==> config.mk <==
export PLATFORM = sky130hd
export DESIGN_NAME = gidu_div_cell
export DESIGN_NICKNAME = d
export VERILOG_FILES = /design/src/design/gidu_pkg.sv /design/src/design/gidu_div_cell.sv
export SDC_FILE = /design/constraint.sdc
export NUM_CORES = 1
export LEC_CHECK = 0
export ABC_CLOCK_PERIOD_IN_PS = 4200
export BUFFER_PORTS_ARGS = -buffer_cell sky130_fd_sc_hd__buf_2
export CORE_ASPECT_RATIO = 0.5
export CORE_MARGIN = 5
export CORE_UTILIZATION = 49
export CTS_CLUSTER_DIAMETER = 100
export DETAILED_ROUTE_END_ITERATION = 7
export PLACE_DENSITY = 0.81
export SLEW_MARGIN = 0
export SYNTH_ARGS = -nofsm -noshare
export SYNTH_HDL_FRONTEND = slang
export SYNTH_SLANG_ARGS = --single-unit
==> constraint.sdc <==
create_clock -name clk -period 4.2 [get_ports clk]
set_clock_uncertainty 0.2 [all_clocks]
set_input_delay 0.63 -clock clk [delete_from_list [all_inputs] [get_ports clk]]
set_output_delay 0.63 -clock clk [all_outputs]
set_load 0.02 [all_outputs]
==> src/design/gidu_pkg.sv <==
// ----------------------------------------------------------------------------
// Geodesic interval distance unit package
// Beat types, codes and datapath widths shared by the unit's files.
// ----------------------------------------------------------------------------
`default_nettype none

package gidu_pkg;

  localparam logic [1:0] OP_POINT   = 2'd0;
  localparam logic [1:0] OP_MAX     = 2'd1;
  localparam logic [1:0] OP_MIN     = 2'd2;
  localparam logic [1:0] OP_CLOSEST = 2'd3;

  localparam logic [1:0] ST_OK      = 2'd0;
  localparam logic [1:0] ST_SAT     = 2'd1;
  localparam logic [1:0] ST_OUTSIDE = 2'd2;

  localparam logic [31:0] EPS_RESET = 32'd4295;

  localparam int NUM_W  = 64;
  localparam int DEN_W  = 33;
  localparam int ARG_W  = 34;
  localparam int ROOT_W = 36;
  localparam int RAD_W  = 2 * ROOT_W;
  localparam int SREM_W = ROOT_W + 2;
  localparam int SUM_W  = 38;

  typedef struct packed {
    logic [1:0]         opcode;
    logic               window_infinite;
    logic [31:0]        base_distance;
    logic signed [31:0] source_x;
    logic signed [31:0] source_y;
    logic [30:0]        seg_start;
    logic [30:0]        seg_end;
    logic [30:0]        edge_len;
    logic signed [31:0] query_x;
    logic signed [31:0] query_h;
  } item_t;

  typedef struct packed {
    logic [31:0]        distance;
    logic signed [31:0] closest_offset;
    logic               is_infinite;
    logic [1:0]         status;
  } result_t;

  typedef struct packed {
    logic [DEN_W-1:0] rem;
    logic [NUM_W-1:0] nq;
    logic [DEN_W-1:0] den;
  } div_t;

  typedef struct packed {
    logic [RAD_W-1:0]  rad;
    logic [SREM_W-1:0] rem;
    logic [ROOT_W-1:0] root;
  } sqrt_t;

  typedef struct packed {
    item_t item;
    logic  deg;
    logic  qneg;
  } ctx_t;

  typedef struct packed {
    logic             inf;
    logic [1:0]       opcode;
    logic [31:0]      base;
    logic [ARG_W-1:0] lin;
    logic [31:0]      r;
    logic             outside;
  } ctx2_t;

endpackage

`default_nettype wire

==> src/design/gidu_div_cell.sv <==
// ----------------------------------------------------------------------------
// Divider cell
// One restoring quotient bit per cell; hands the partial state onward.
// ----------------------------------------------------------------------------
`default_nettype none

module gidu_div_cell (
  input  logic           clk,
  input  logic           en,
  input  gidu_pkg::div_t d_in,
  output gidu_pkg::div_t d_out
);
  import gidu_pkg::*;

  logic [DEN_W:0] trial;
  logic [DEN_W:0] diff;
  logic           take;

  always_comb begin
    trial = {d_in.rem, d_in.nq[NUM_W-1]};
    diff  = trial - {1'b0, d_in.den};
    take  = trial >= {1'b0, d_in.den};
  end

  always_ff @(posedge clk) begin
    if (en) begin
      d_out.rem <= take ? diff[DEN_W-1:0] : trial[DEN_W-1:0];
      d_out.nq  <= {d_in.nq[NUM_W-2:0], take};
      d_out.den <= d_in.den;
    end
  end

endmodule

`default_nettype wire

* Yosys cells after proc, flatten, opt, wreduce, memory -nomap -nowiden
Cells that the tools add are included.
** Operators by class
- Muxes and demuxes :: 1
- Add/subtract/negate cells :: 1
- Bitwise operators :: 0
- Shifts and indexed selects :: 0
- Order comparisons :: 1
- Equal/unequal tests :: 0
- Div/mod/pow operators :: 0
- Reductions and logical operators :: 0
- Multipliers :: 0
** Operators with widths (number)
- 34-bit by 33-bit >= comparator with 1-bit output :: 1
- 33-bit 2-to-1 mux :: 1
- 33-bit subtractor :: 1
** Storage, ports and cells
- Output and inout bits :: 130
- Word-level logic and storage cells :: 6
- Latch bits :: 0
- Memories :: 0
- Register bits after elaboration :: 130
- Bits in writable memories :: 0
- Bits in read-only memories :: 0

* Longest topological paths before layout
- Depth after elaboration :: 2
- Depth in mapped cells :: 14
- Mapped depth without buffers :: 12

* Worst setup path before layout
OpenSTA, ideal clock, no wires.
- Path type :: input port to flip-flop
- From :: in d_in[96] (netlist bit)
- To :: reg d_out[98] (netlist bit), data pin
- Library setup time :: 0.260 ns
- Data arrival time :: 2.930 ns
- Stages :: 12
- Setup slack :: 0.810 ns
- Cells stage by stage :: inv_1 > ha_1 > inv_1 > fa_1 > a21o_1 > a221o_2 > a21oi_2 > o41a_4 > o31ai_4 > a41oi_2 > buf_6 > mux2_4
** On the way
- Longest elaborated chain between the ends :: 2
- Elaborated cells between the ends (all ways) :: 3
** Ends and longest elaborated chain
- start, declared :: line gidu_div_cell.sv:10 : input gidu_pkg::div_t d_in,
- 33-bit subtractor or 34-bit by 33-bit >= comparator with 1-bit output (tied branches) :: line gidu_div_cell.sv:21, gidu_div_cell.sv:22
- 33-bit 2-to-1 mux * :: line gidu_div_cell.sv:27 : d_out.rem <= take ? diff[DEN_W-1:0] : trial[DEN_W-1:0];
- end, declared :: line gidu_div_cell.sv:11 : output gidu_pkg::div_t d_out
Every way passes the cells marked *; elsewhere a longest branch is shown, timed or not.
A chain may end at the register's enable or synchronous reset.

* Worst setup path in the final report
- From :: in d_in[96] (netlist bit)
- To :: reg d_out[129] (netlist bit), data pin
The elaborated chain is that of the path after synthesis.

==> reports/results.tsv <==
stage	metric	value	unit
run_status	outcome	finished, final reports clean	
yosys	yosys.area.top_type	edfxtp_1	
timing	period_minus_slack	3.45	ns
power_and_ir_drop	power_leakage	0.00373	uW
clock_network	numClockSinks	130	
layout	syn_to_final_growth	32.9	%
timing	timing.final.hold_violations	0	
yosys	ys_seq_elements	130	
global_routing	grt_first_pass_wirelength	27200	microns
timing	setup_viol	0	
routing	vias_per_cell	5.27	
power_and_ir_drop	p_clk_frac	0.388	
global_routing	grt_max_degree	112	
power_and_ir_drop	power_density	471	nW/um^2
yosys	synth_nets	662	
die	num_rows	29	
timing	relSlewSlack	0.304	
yosys	yosysTopAreaCellShare	0.619	
job	maxCapViolCount	0	
die	io_pins	262	
timing	whs	0.192	ns
setup_path	crit_type	in -> reg	
setup_path	cp_max_fo	31	
power_and_ir_drop	ir_worst_vdd	0.221	mV
yosys	synth_common_cells	edfxtp_1, nand2_1, inv_1, a21oi_1, ha_1	
clock_network	cts_tree	built	
global_routing	grt_use_total	0.225	
clock_network	cts_max_path_buffers	2	
yosys	synth-edff-count	130	
clock_network	cts_resized	0	
yosys	synth_ff_type	edfxtp_1	
power_and_ir_drop	p_seq_frac	0.410	
placement	gp_congestion	0.861	
layout	drive_above_1_share	0.415	
layout	largest_register_ff_count	130	
clock_network	cts_hold_buf	0	
clock_network	cts_setup_buffers	0	
yosys	yosys_warnings	0	
layout	top_register	d_out	
routing	vias	4999	
setup_path	arrival	3.39	ns
global_routing	grt_antenna_before_repair	1	
die	start_util	0.500	
routing	drtPass1Iterations	5	
yosys	avgSynthCellArea	12.7	sq um
power_and_ir_drop	p_int	2810	uW
clock_network	cts_max_level	4	
power_and_ir_drop	p_comb_frac	0.202	
die	fp.dieH	90.2	microns
die	core	12600	sq um
routing	drt_iter0_drc	424	
yosys	synth_seq_area_share	0.619	
clock_network	path_clk_slew	0.06	ns
setup_path	endpoint_kind	register	
yosys	syn_area	6310	sq um
routing	post-route-drc-count	0	
clock_network	cts_buffers	17	
yosys	syn_inst	496	
yosys	ys_types	51	
timing	finalCritPeriodShare	0.822	
clock_network	cts-root-buf	clkbuf_16	
timing	tightestPinTransition	1.04	ns
yosys	synthTopCellsByArea	edfxtp_1, ha_1, nand2_1, a21oi_1, inv_1	
placement	dp_hpwl	13500	microns
power_and_ir_drop	sw_frac_of_total	0.288	
setup_path	cp.required	4.14	ns
routing	routedWlPerCell	18.5	microns
routing	ant_nets	0	
routing	wirelength	17500	microns
yosys	post-synth-top-count-cell	edfxtp_1	
global_routing	grt_pass1_vias	5105	
timing	tns	0	ns
timing	rsz0062_at_grt	false	
die	dieWidth	170	microns
hold_path	hp-class	in -> reg	
setup_path	crit_path_start_kind	primary input	
timing	fmax	289	MHz
layout	insertedDiodeCount	0	
yosys	synthArstFlopShare	0	
power_and_ir_drop	switchingPower	1140	uW
timing	maxSlewViolCount	0	
layout	fin_nets	932	
global_routing	grt-ovfl-total	0	
die	die_area	15400	sq um
placement	io_buffer_count	261	
layout	top_regs	d_out x130	
## per-layer routing
layer / wire length, microns / track usage
met1: 7280 / 0.284
met2: 8710 / 0.383
met3: 1270 / 0.0565
met4: 275 / 0.0698
met5: 13 / 0
## layout make-up
| cell class | instances | area (sq um) |
|---|---|---|
| Tap cell | 170 | 213 |
| Timing Repair Buffer | 266 | 1350 |
| Clock buffer | 17 | 425 |
| Multi-Input combinational cell | 308 | 2150 |
| Sequential cell | 130 | 3900 |
| Inverter | 43 | 161 |
| Fill cell | 1003 | 4240 |
| Clock inverter | 14 | 180 |
## path summary, 6_finish.rpt
path / startpoint / endpoint / slack (ns) / cells after the start
max: d_in[96] / d_out[129]$_DFFE_PP_ / 0.75 / 13
min: d_in[56] / d_out[57]$_DFFE_PP_ / 0.19 / 1
## power by group through the flow
| stage | logic (uW) | registers (uW) | clock network, uW |
|---|---|---|---|
| finish | 798 | 1620 | 1530 |
| global route | 863 | 1630 | 1610 |
| CTS | 800 | 1620 | 1550 |
| detailed placement | 793 | 1650 | 0 |
| global placement | 778 | 1640 | 0 |
| floorplan | 324 | 1810 | 0 |
## metrics by stage
| step | area [sq um] | std cells | setup slack, ns | utilization | power (uW) |
|---|---|---|---|---|---|
| after detailed placement | 7780 | 917 | 0.331 | 0.616 | 2440 |
| after floorplan | 6310 | 496 | 0.810 | - | 2140 |
| after global placement | 7780 | 917 | 0.426 | 0.616 | 2420 |
| final | 8390 | 948 | 0.746 | 0.664 | 3950 |
| after global routing | 8390 | 948 | 0.550 | 0.664 | 4110 |
| after CTS | 8390 | 948 | 0.750 | 0.664 | 3970 |
## critical path, cell delays in order
cell and delay (ns):
buf_2 0.11, inv_1 0.05, ha_1 0.15, inv_1 0.06, fa_1 0.40, a21o_1 0.22, a221o_2 0.39, a21oi_2 0.23
o41a_4 0.20, o31ai_4 0.10, a41oi_4 0.28, buf_4 0.41, o21ai_0 0.17
## placed cells by master, fill, tap and decap left out, types with 5 or more instances in the layout
cell type	instances
buf_2	260
a21oi_1	34
ha_1	33
buf_4	5
edfxtp_1	130
nand3_1	8
inv_1	43
nor3_1	5
clkbuf_16	17
o21ai_2	18
xnor2_1	16
o21ai_0	26
xor2_1	12
a21o_1	10
and3_1	7
clkinv_4	5
o21bai_1	8
o31ai_1	5
nand2_1	58
nor2_1	15
## cells by family after synthesis
kind of cell / count (synthesis) / share of synthesized area
compound gates: 136 / 0.152
mux: 1 / 0.00238
flops: 130 / 0.619
simple gates: 109 / 0.0775
buf+inv: 58 / 0.0418
xor+xnor: 28 / 0.0389
fa+ha+maj: 34 / 0.0686
No activity file was read; power rests on OpenSTA's default activity.
