[config.mk]
export PLATFORM = sky130hd
export DESIGN_NAME = gidu_sqrt_cell
export DESIGN_NICKNAME = d
export VERILOG_FILES = /design/src/design/gidu_pkg.sv /design/src/design/gidu_sqrt_cell.sv
export SDC_FILE = /design/constraint.sdc
export NUM_CORES = 1
export LEC_CHECK = 0
export BUFFER_PORTS_ARGS = -buffer_cell sky130_fd_sc_hd__buf_4
export CORE_UTILIZATION = 53
export CTS_CLUSTER_SIZE = 24
export DETAILED_ROUTE_END_ITERATION = 10
export HOLD_SLACK_MARGIN = 0.08
export PLACE_DENSITY = 0.83
export SYNTH_ARGS = -nofsm -noshare
export SYNTH_HDL_FRONTEND = slang
export SYNTH_SLANG_ARGS = --single-unit
[constraint.sdc]
create_clock -name clk -period 5.1 [get_ports clk]
set_input_delay 0.255 -clock clk [delete_from_list [all_inputs] [get_ports clk]]
set_output_delay 0.255 -clock clk [all_outputs]
set_load 0.05 [all_outputs]
[src/design/gidu_pkg.sv]
// ----------------------------------------------------------------------------
// Geodesic interval distance unit package
// Beat types, codes and datapath widths shared by the unit's files.
// ----------------------------------------------------------------------------
`default_nettype none

package gidu_pkg;

  localparam logic [1:0] OP_POINT   = 2'd0;
  localparam logic [1:0] OP_MAX     = 2'd1;
  localparam logic [1:0] OP_MIN     = 2'd2;
  localparam logic [1:0] OP_CLOSEST = 2'd3;

  localparam logic [1:0] ST_OK      = 2'd0;
  localparam logic [1:0] ST_SAT     = 2'd1;
  localparam logic [1:0] ST_OUTSIDE = 2'd2;

  localparam logic [31:0] EPS_RESET = 32'd4295;

  localparam int NUM_W  = 64;
  localparam int DEN_W  = 33;
  localparam int ARG_W  = 34;
  localparam int ROOT_W = 36;
  localparam int RAD_W  = 2 * ROOT_W;
  localparam int SREM_W = ROOT_W + 2;
  localparam int SUM_W  = 38;

  typedef struct packed {
    logic [1:0]         opcode;
    logic               window_infinite;
    logic [31:0]        base_distance;
    logic signed [31:0] source_x;
    logic signed [31:0] source_y;
    logic [30:0]        seg_start;
    logic [30:0]        seg_end;
    logic [30:0]        edge_len;
    logic signed [31:0] query_x;
    logic signed [31:0] query_h;
  } item_t;

  typedef struct packed {
    logic [31:0]        distance;
    logic signed [31:0] closest_offset;
    logic               is_infinite;
    logic [1:0]         status;
  } result_t;

  typedef struct packed {
    logic [DEN_W-1:0] rem;
    logic [NUM_W-1:0] nq;
    logic [DEN_W-1:0] den;
  } div_t;

  typedef struct packed {
    logic [RAD_W-1:0]  rad;
    logic [SREM_W-1:0] rem;
    logic [ROOT_W-1:0] root;
  } sqrt_t;

  typedef struct packed {
    item_t item;
    logic  deg;
    logic  qneg;
  } ctx_t;

  typedef struct packed {
    logic             inf;
    logic [1:0]       opcode;
    logic [31:0]      base;
    logic [ARG_W-1:0] lin;
    logic [31:0]      r;
    logic             outside;
  } ctx2_t;

endpackage

`default_nettype wire

[src/design/gidu_sqrt_cell.sv]
// ----------------------------------------------------------------------------
// Square root cell
// One root bit per cell of a digit-by-digit integer square root.
// ----------------------------------------------------------------------------
`default_nettype none

module gidu_sqrt_cell (
  input  logic            clk,
  input  logic            en,
  input  gidu_pkg::sqrt_t d_in,
  output gidu_pkg::sqrt_t d_out
);
  import gidu_pkg::*;

  logic [SREM_W+1:0] t;
  logic [SREM_W+1:0] trial;
  logic [SREM_W+1:0] diff;
  logic              take;

  always_comb begin
    t     = {d_in.rem, d_in.rad[RAD_W-1 -: 2]};
    trial = {2'b00, d_in.root, 2'b01};
    diff  = t - trial;
    take  = t >= trial;
  end

  always_ff @(posedge clk) begin
    if (en) begin
      d_out.rad  <= {d_in.rad[RAD_W-3:0], 2'b00};
      d_out.rem  <= take ? diff[SREM_W-1:0] : t[SREM_W-1:0];
      d_out.root <= {d_in.root[ROOT_W-2:0], take};
    end
  end

endmodule

`default_nettype wire

* After elaboration in Yosys (flattened, before gate mapping)
Index checks and enable logic that the tools add are counted.
** Word-level totals
- Register bits after elaboration :: 144
- Input bits :: 148
- Output and inout port bits :: 146
- Logic and storage cells :: 6
** Cells by class
- $add $sub $neg :: 1
- Magnitude comparators :: 1
- Muxes and demuxes :: 1
** Operators with widths (count)
- >= comparator 40 x 38 -> 1 bit :: 1
- two-way mux 38 bit :: 1
- subtractor 38 bit :: 1

* Longest topological paths before layout
- Depth in word-level cells :: 2
- Gate-level depth with buffers :: 13
- Depth with buffers taken out :: 10

* Worst setup path after synthesis
No wires, ideal clock.
- Path kind :: input to register
- Start :: input d_in[3] (netlist bit)
- End :: register d_out[66] (netlist bit), data pin
- Library setup time :: 260 ps
- Data arrival time :: 2572 ps
- Required time :: 4840 ps
- Slack :: 2268 ps
- Stages on the path :: 12
- Buffers on the path :: 2
- Cell sequence :: inv_1 ha_1 and2_4 a221oi_2 nand2_1 a31o_2 a21oi_4 a21oi_1 o31a_1 buf_6 buf_6 mux2_4
** Between the ends
- Longest elaborated chain between the ends :: 2
- Elaborated cells between the ends (all ways) :: 3
- Those cells by class :: add/sub: 1; order compare: 1; mux: 1
** RTL lines
- start: declaration :: line gidu_sqrt_cell.sv:10 : input gidu_pkg::sqrt_t d_in,
- >= comparator 40 x 38 -> 1 bit :: line gidu_sqrt_cell.sv:24 : take = t >= trial;
- via take :: line gidu_sqrt_cell.sv:18 : logic take;
- two-way mux 38 bit :: line gidu_sqrt_cell.sv:30 : d_out.rem <= take ? diff[SREM_W-1:0] : t[SREM_W-1:0];
- end: declaration :: line gidu_sqrt_cell.sv:11 : output gidu_pkg::sqrt_t d_out
The timed path passes the listed nets, and every way through them passes these cells.
A chain may end at the register's enable or synchronous reset.

* Final worst setup path
- Start :: input d_in[23] (netlist bit)
- End :: register d_out[60] (netlist bit), data pin
** Between the ends
- Longest elaborated chain between the ends :: 2
** RTL lines (line)
- >= comparator 40 x 38 -> 1 bit :: gidu_sqrt_cell.sv:24
- two-way mux 38 bit :: gidu_sqrt_cell.sv:30
Every way passes these cells.

==> impl_metrics.ini <==
[outcome]
outcome = completed

[clock_tree]
htreeDepth = 4
cts_setup_buffers = 0
cts_resized = 0
tritoncts = built
cts_made_buffers = 17
cts_sinks = 144
cts_buffer_depth = 2
clk_pin_slew_ps = 70
cts_root_buffer = clkbuf_16
hold_buffers = 105

[yosys]
yosysSeqAreaShare_pct = 59.5
synth_edf_count = 144
synth_top_area_share_pct = 59.5
yosysTopAreaCell = edfxtp_1
async_reset_ff_share_pct = 0
yosys.cell_types.count = 63
synth_cells = 570
yosys_warnings = 0
netlist_area_sq_um = 7270
synthFlopType = edfxtp_1
synth.avg_cell_area_sq_um = 12.8
yosys_register_bits = 144
synth_area_leaders = edfxtp_1, ha_1, mux2_2, a21oi_1, inv_1

[sta]
post-route-period-util_pct = 81.4
maxSlewViolCount = 0
worst_pin_slew_ps = 1170
rsz0062_at_grt = false
slew_headroom_pct = 22.2
period_needed_ps = 4150
finalSetupViolCount = 0
max_freq_mhz = 241
hold_slack_ps = 140
finalHoldViolCount = 0
finalSetupTns_ps = 0

[placed_design]
gp_congestion = 0.882
place_hpwl_um = 15400
placedInstanceArea_sq_um = 9600
io_buffers = 291

[setup_path]
required_ps = 5270
critical_path.endpoint_type = register
cp_cell_sequence = dlygate4sd3_1, buf_4, inv_1, ha_1, a21oi_1, o21ai_0, o41ai_1, o21ai_0, o211ai_1, a21oi_1, o31a_2, mux2_2
crit_family = compound AO/OA/AOI/OAI gates
cpPeakStageDelay_ps = 950
cp.arrival_ps = 4320
crit_fanout = 39
crit_type = primary input to register
cp_num_buf_inv = 3
critPathLaunchType = primary input
slowest_stage = o31a_2

[route]
drtPass1Iterations = 8
vias = 6770
routed_wl_um = 26300
drt_iter0_markers = 718
drc = 0
wl_per_cell_um = 22.7
drt-vias-per-instance = 5.86
ant_nets = 0

[power_and_ir_drop]
switching_share_pct = 34.0
p_sw_mw = 1.38
totalPowerFinal_mw = 4.06
intPower_mw = 2.68
clkPwrFrac_pct = 31.7
power_frac_comb_pct = 31.3
cellPowerDensity_nw_per_um2 = 361
vdd_drop_max_v = 0.000252
leakage_nw = 4.90
pwr-share-seq_pct = 37.0

[min_path]
min_to = d_out[73]
min_from = d_in[71]
hold_depth = 2
hp-class = primary input to register

[finish]
final_layout_size_suffix_gt1_share_pct = 37.3
nets = 1155
final_common_cell = buf_4
largestRegisters = d_out: 144 flops
fill_cells = 623
multi_input_area_sq_um = 2680
largest_reg_flops = 144
register_area_sq_um = 4320
fin_area_sq_um = 11200
top_register = d_out
mostFrequentLayoutCells = buf_4, edfxtp_1, dlygate4sd3_1, inv_1, a21oi_1
syn_to_final_growth_pct = 54.5
diodes = 0

[die]
initial_utilization_pct = 54.7
pin_count = 294
core_sq_um = 13300
chipHeight_um = 119
num_rows = 42
dieArea_sq_um = 14200
die_w_um = 119

[global_routing]
grt_first_pass_wirelength_um = 39000
grt_max_degree = 95
grt_pass1_vias = 6702
globalRouteTotalUtil_pct = 37.1
overflow = 0
antenna_found_initial = 0

[job]
drv_cap = 0
==> synthesized netlist by cell type, drive strengths merged (2+ instances only) <==
| cell type | n |
|---|---|
| and2 | 4 |
| a221oi | 2 |
| nand2b | 7 |
| xnor2 | 19 |
| clkbuf | 10 |
| a21boi | 3 |
| a21o | 16 |
| a21oi | 44 |
| nor3 | 17 |
| ha | 38 |
| o21ai | 27 |
| o31a | 2 |
| nand4 | 8 |
| o31ai | 5 |
| nor2b | 3 |
| xor2 | 11 |
| o21bai | 6 |
| a211oi | 4 |
| nand3 | 10 |
| mux2 | 35 |
| o21a | 3 |
| nand2 | 30 |
| a31oi | 4 |
| inv | 48 |
| and3 | 3 |
| o311ai | 2 |
| o211ai | 3 |
| a2111oi | 2 |
| and4b | 2 |
| edfxtp | 144 |
| nor2 | 24 |
| and4 | 2 |
| mux2i | 3 |
| buf | 8 |
==> power by group through the flow <==
stage / logic [mW] / clock network [mW] / registers (mW)
2_1_floorplan: 0.341 / 0 / 1.94
3_3_place_gp: 1.13 / 0 / 1.51
3_5_place_dp: 1.16 / 0 / 1.51
4_1_cts: 1.23 / 1.27 / 1.49
5_1_grt: 1.32 / 1.33 / 1.51
6_report: 1.27 / 1.29 / 1.50
==> per-stage QoR <==
stage               utilization (%)  setup slack (ps)  instances
detailed placement             72.2              1290       1021
global route                   84.5               740       1156
CTS                            84.5              1120       1156
global placement               72.2              1380       1021
floorplan                         -              2270        571
finish                         84.5               951       1156
==> cell type report <==
| type | count | share of cell area, % |
|---|---|---|
| inverter | 48 | 1.60 |
| sequential | 144 | 38.5 |
| tap | 176 | 1.96 |
| clock inverter | 13 | 1.45 |
| timing repair buffer | 397 | 28.9 |
| clock buffer | 17 | 3.79 |
| multi-input combinational | 361 | 23.8 |
==> routing by layer <==
layer	GRT usage [%]	vias up	part of all wire [%]	wire, um
met2	64.2	505	50	13100
met4	16.6	0	4.5	1190
met5	0	-	0	0
met3	11.3	119	9.7	2550
li1	-	2934	-	-
met1	42.1	3212	36	9460
==> worst max path at each step <==
stage | startpoint | to | depth (start not counted)
4_1_cts | d_in[23] | d_out[57] | 12
5_1_grt | d_in[23] | d_out[60] | 12
2_1_floorplan | d_in[3] | d_out[66] | 12
3_3_place_gp | d_in[23] | d_out[52] | 11
6_report | d_in[23] | d_out[60] | 12
3_5_place_dp | d_in[23] | d_out[57] | 11
==> cell families (layout without fill, tap and decap cells) <==
family | Yosys count | after routing | share of synthesized area [%]
flip-flops | 144 | 144 | 59.5
AO/OA/AOI/OAI | 134 | 134 | 12.1
AND/OR/NAND/NOR | 119 | 119 | 8.30
buffers and inverters | 66 | 475 | 3.79
adder cells (fa/ha/maj) | 38 | 38 | 6.54
multiplexers | 38 | 38 | 6.14
XOR/XNOR | 30 | 30 | 3.61
other | 1 | 2 | 0.0516
No activity file was read; power rests on OpenSTA's default activity.
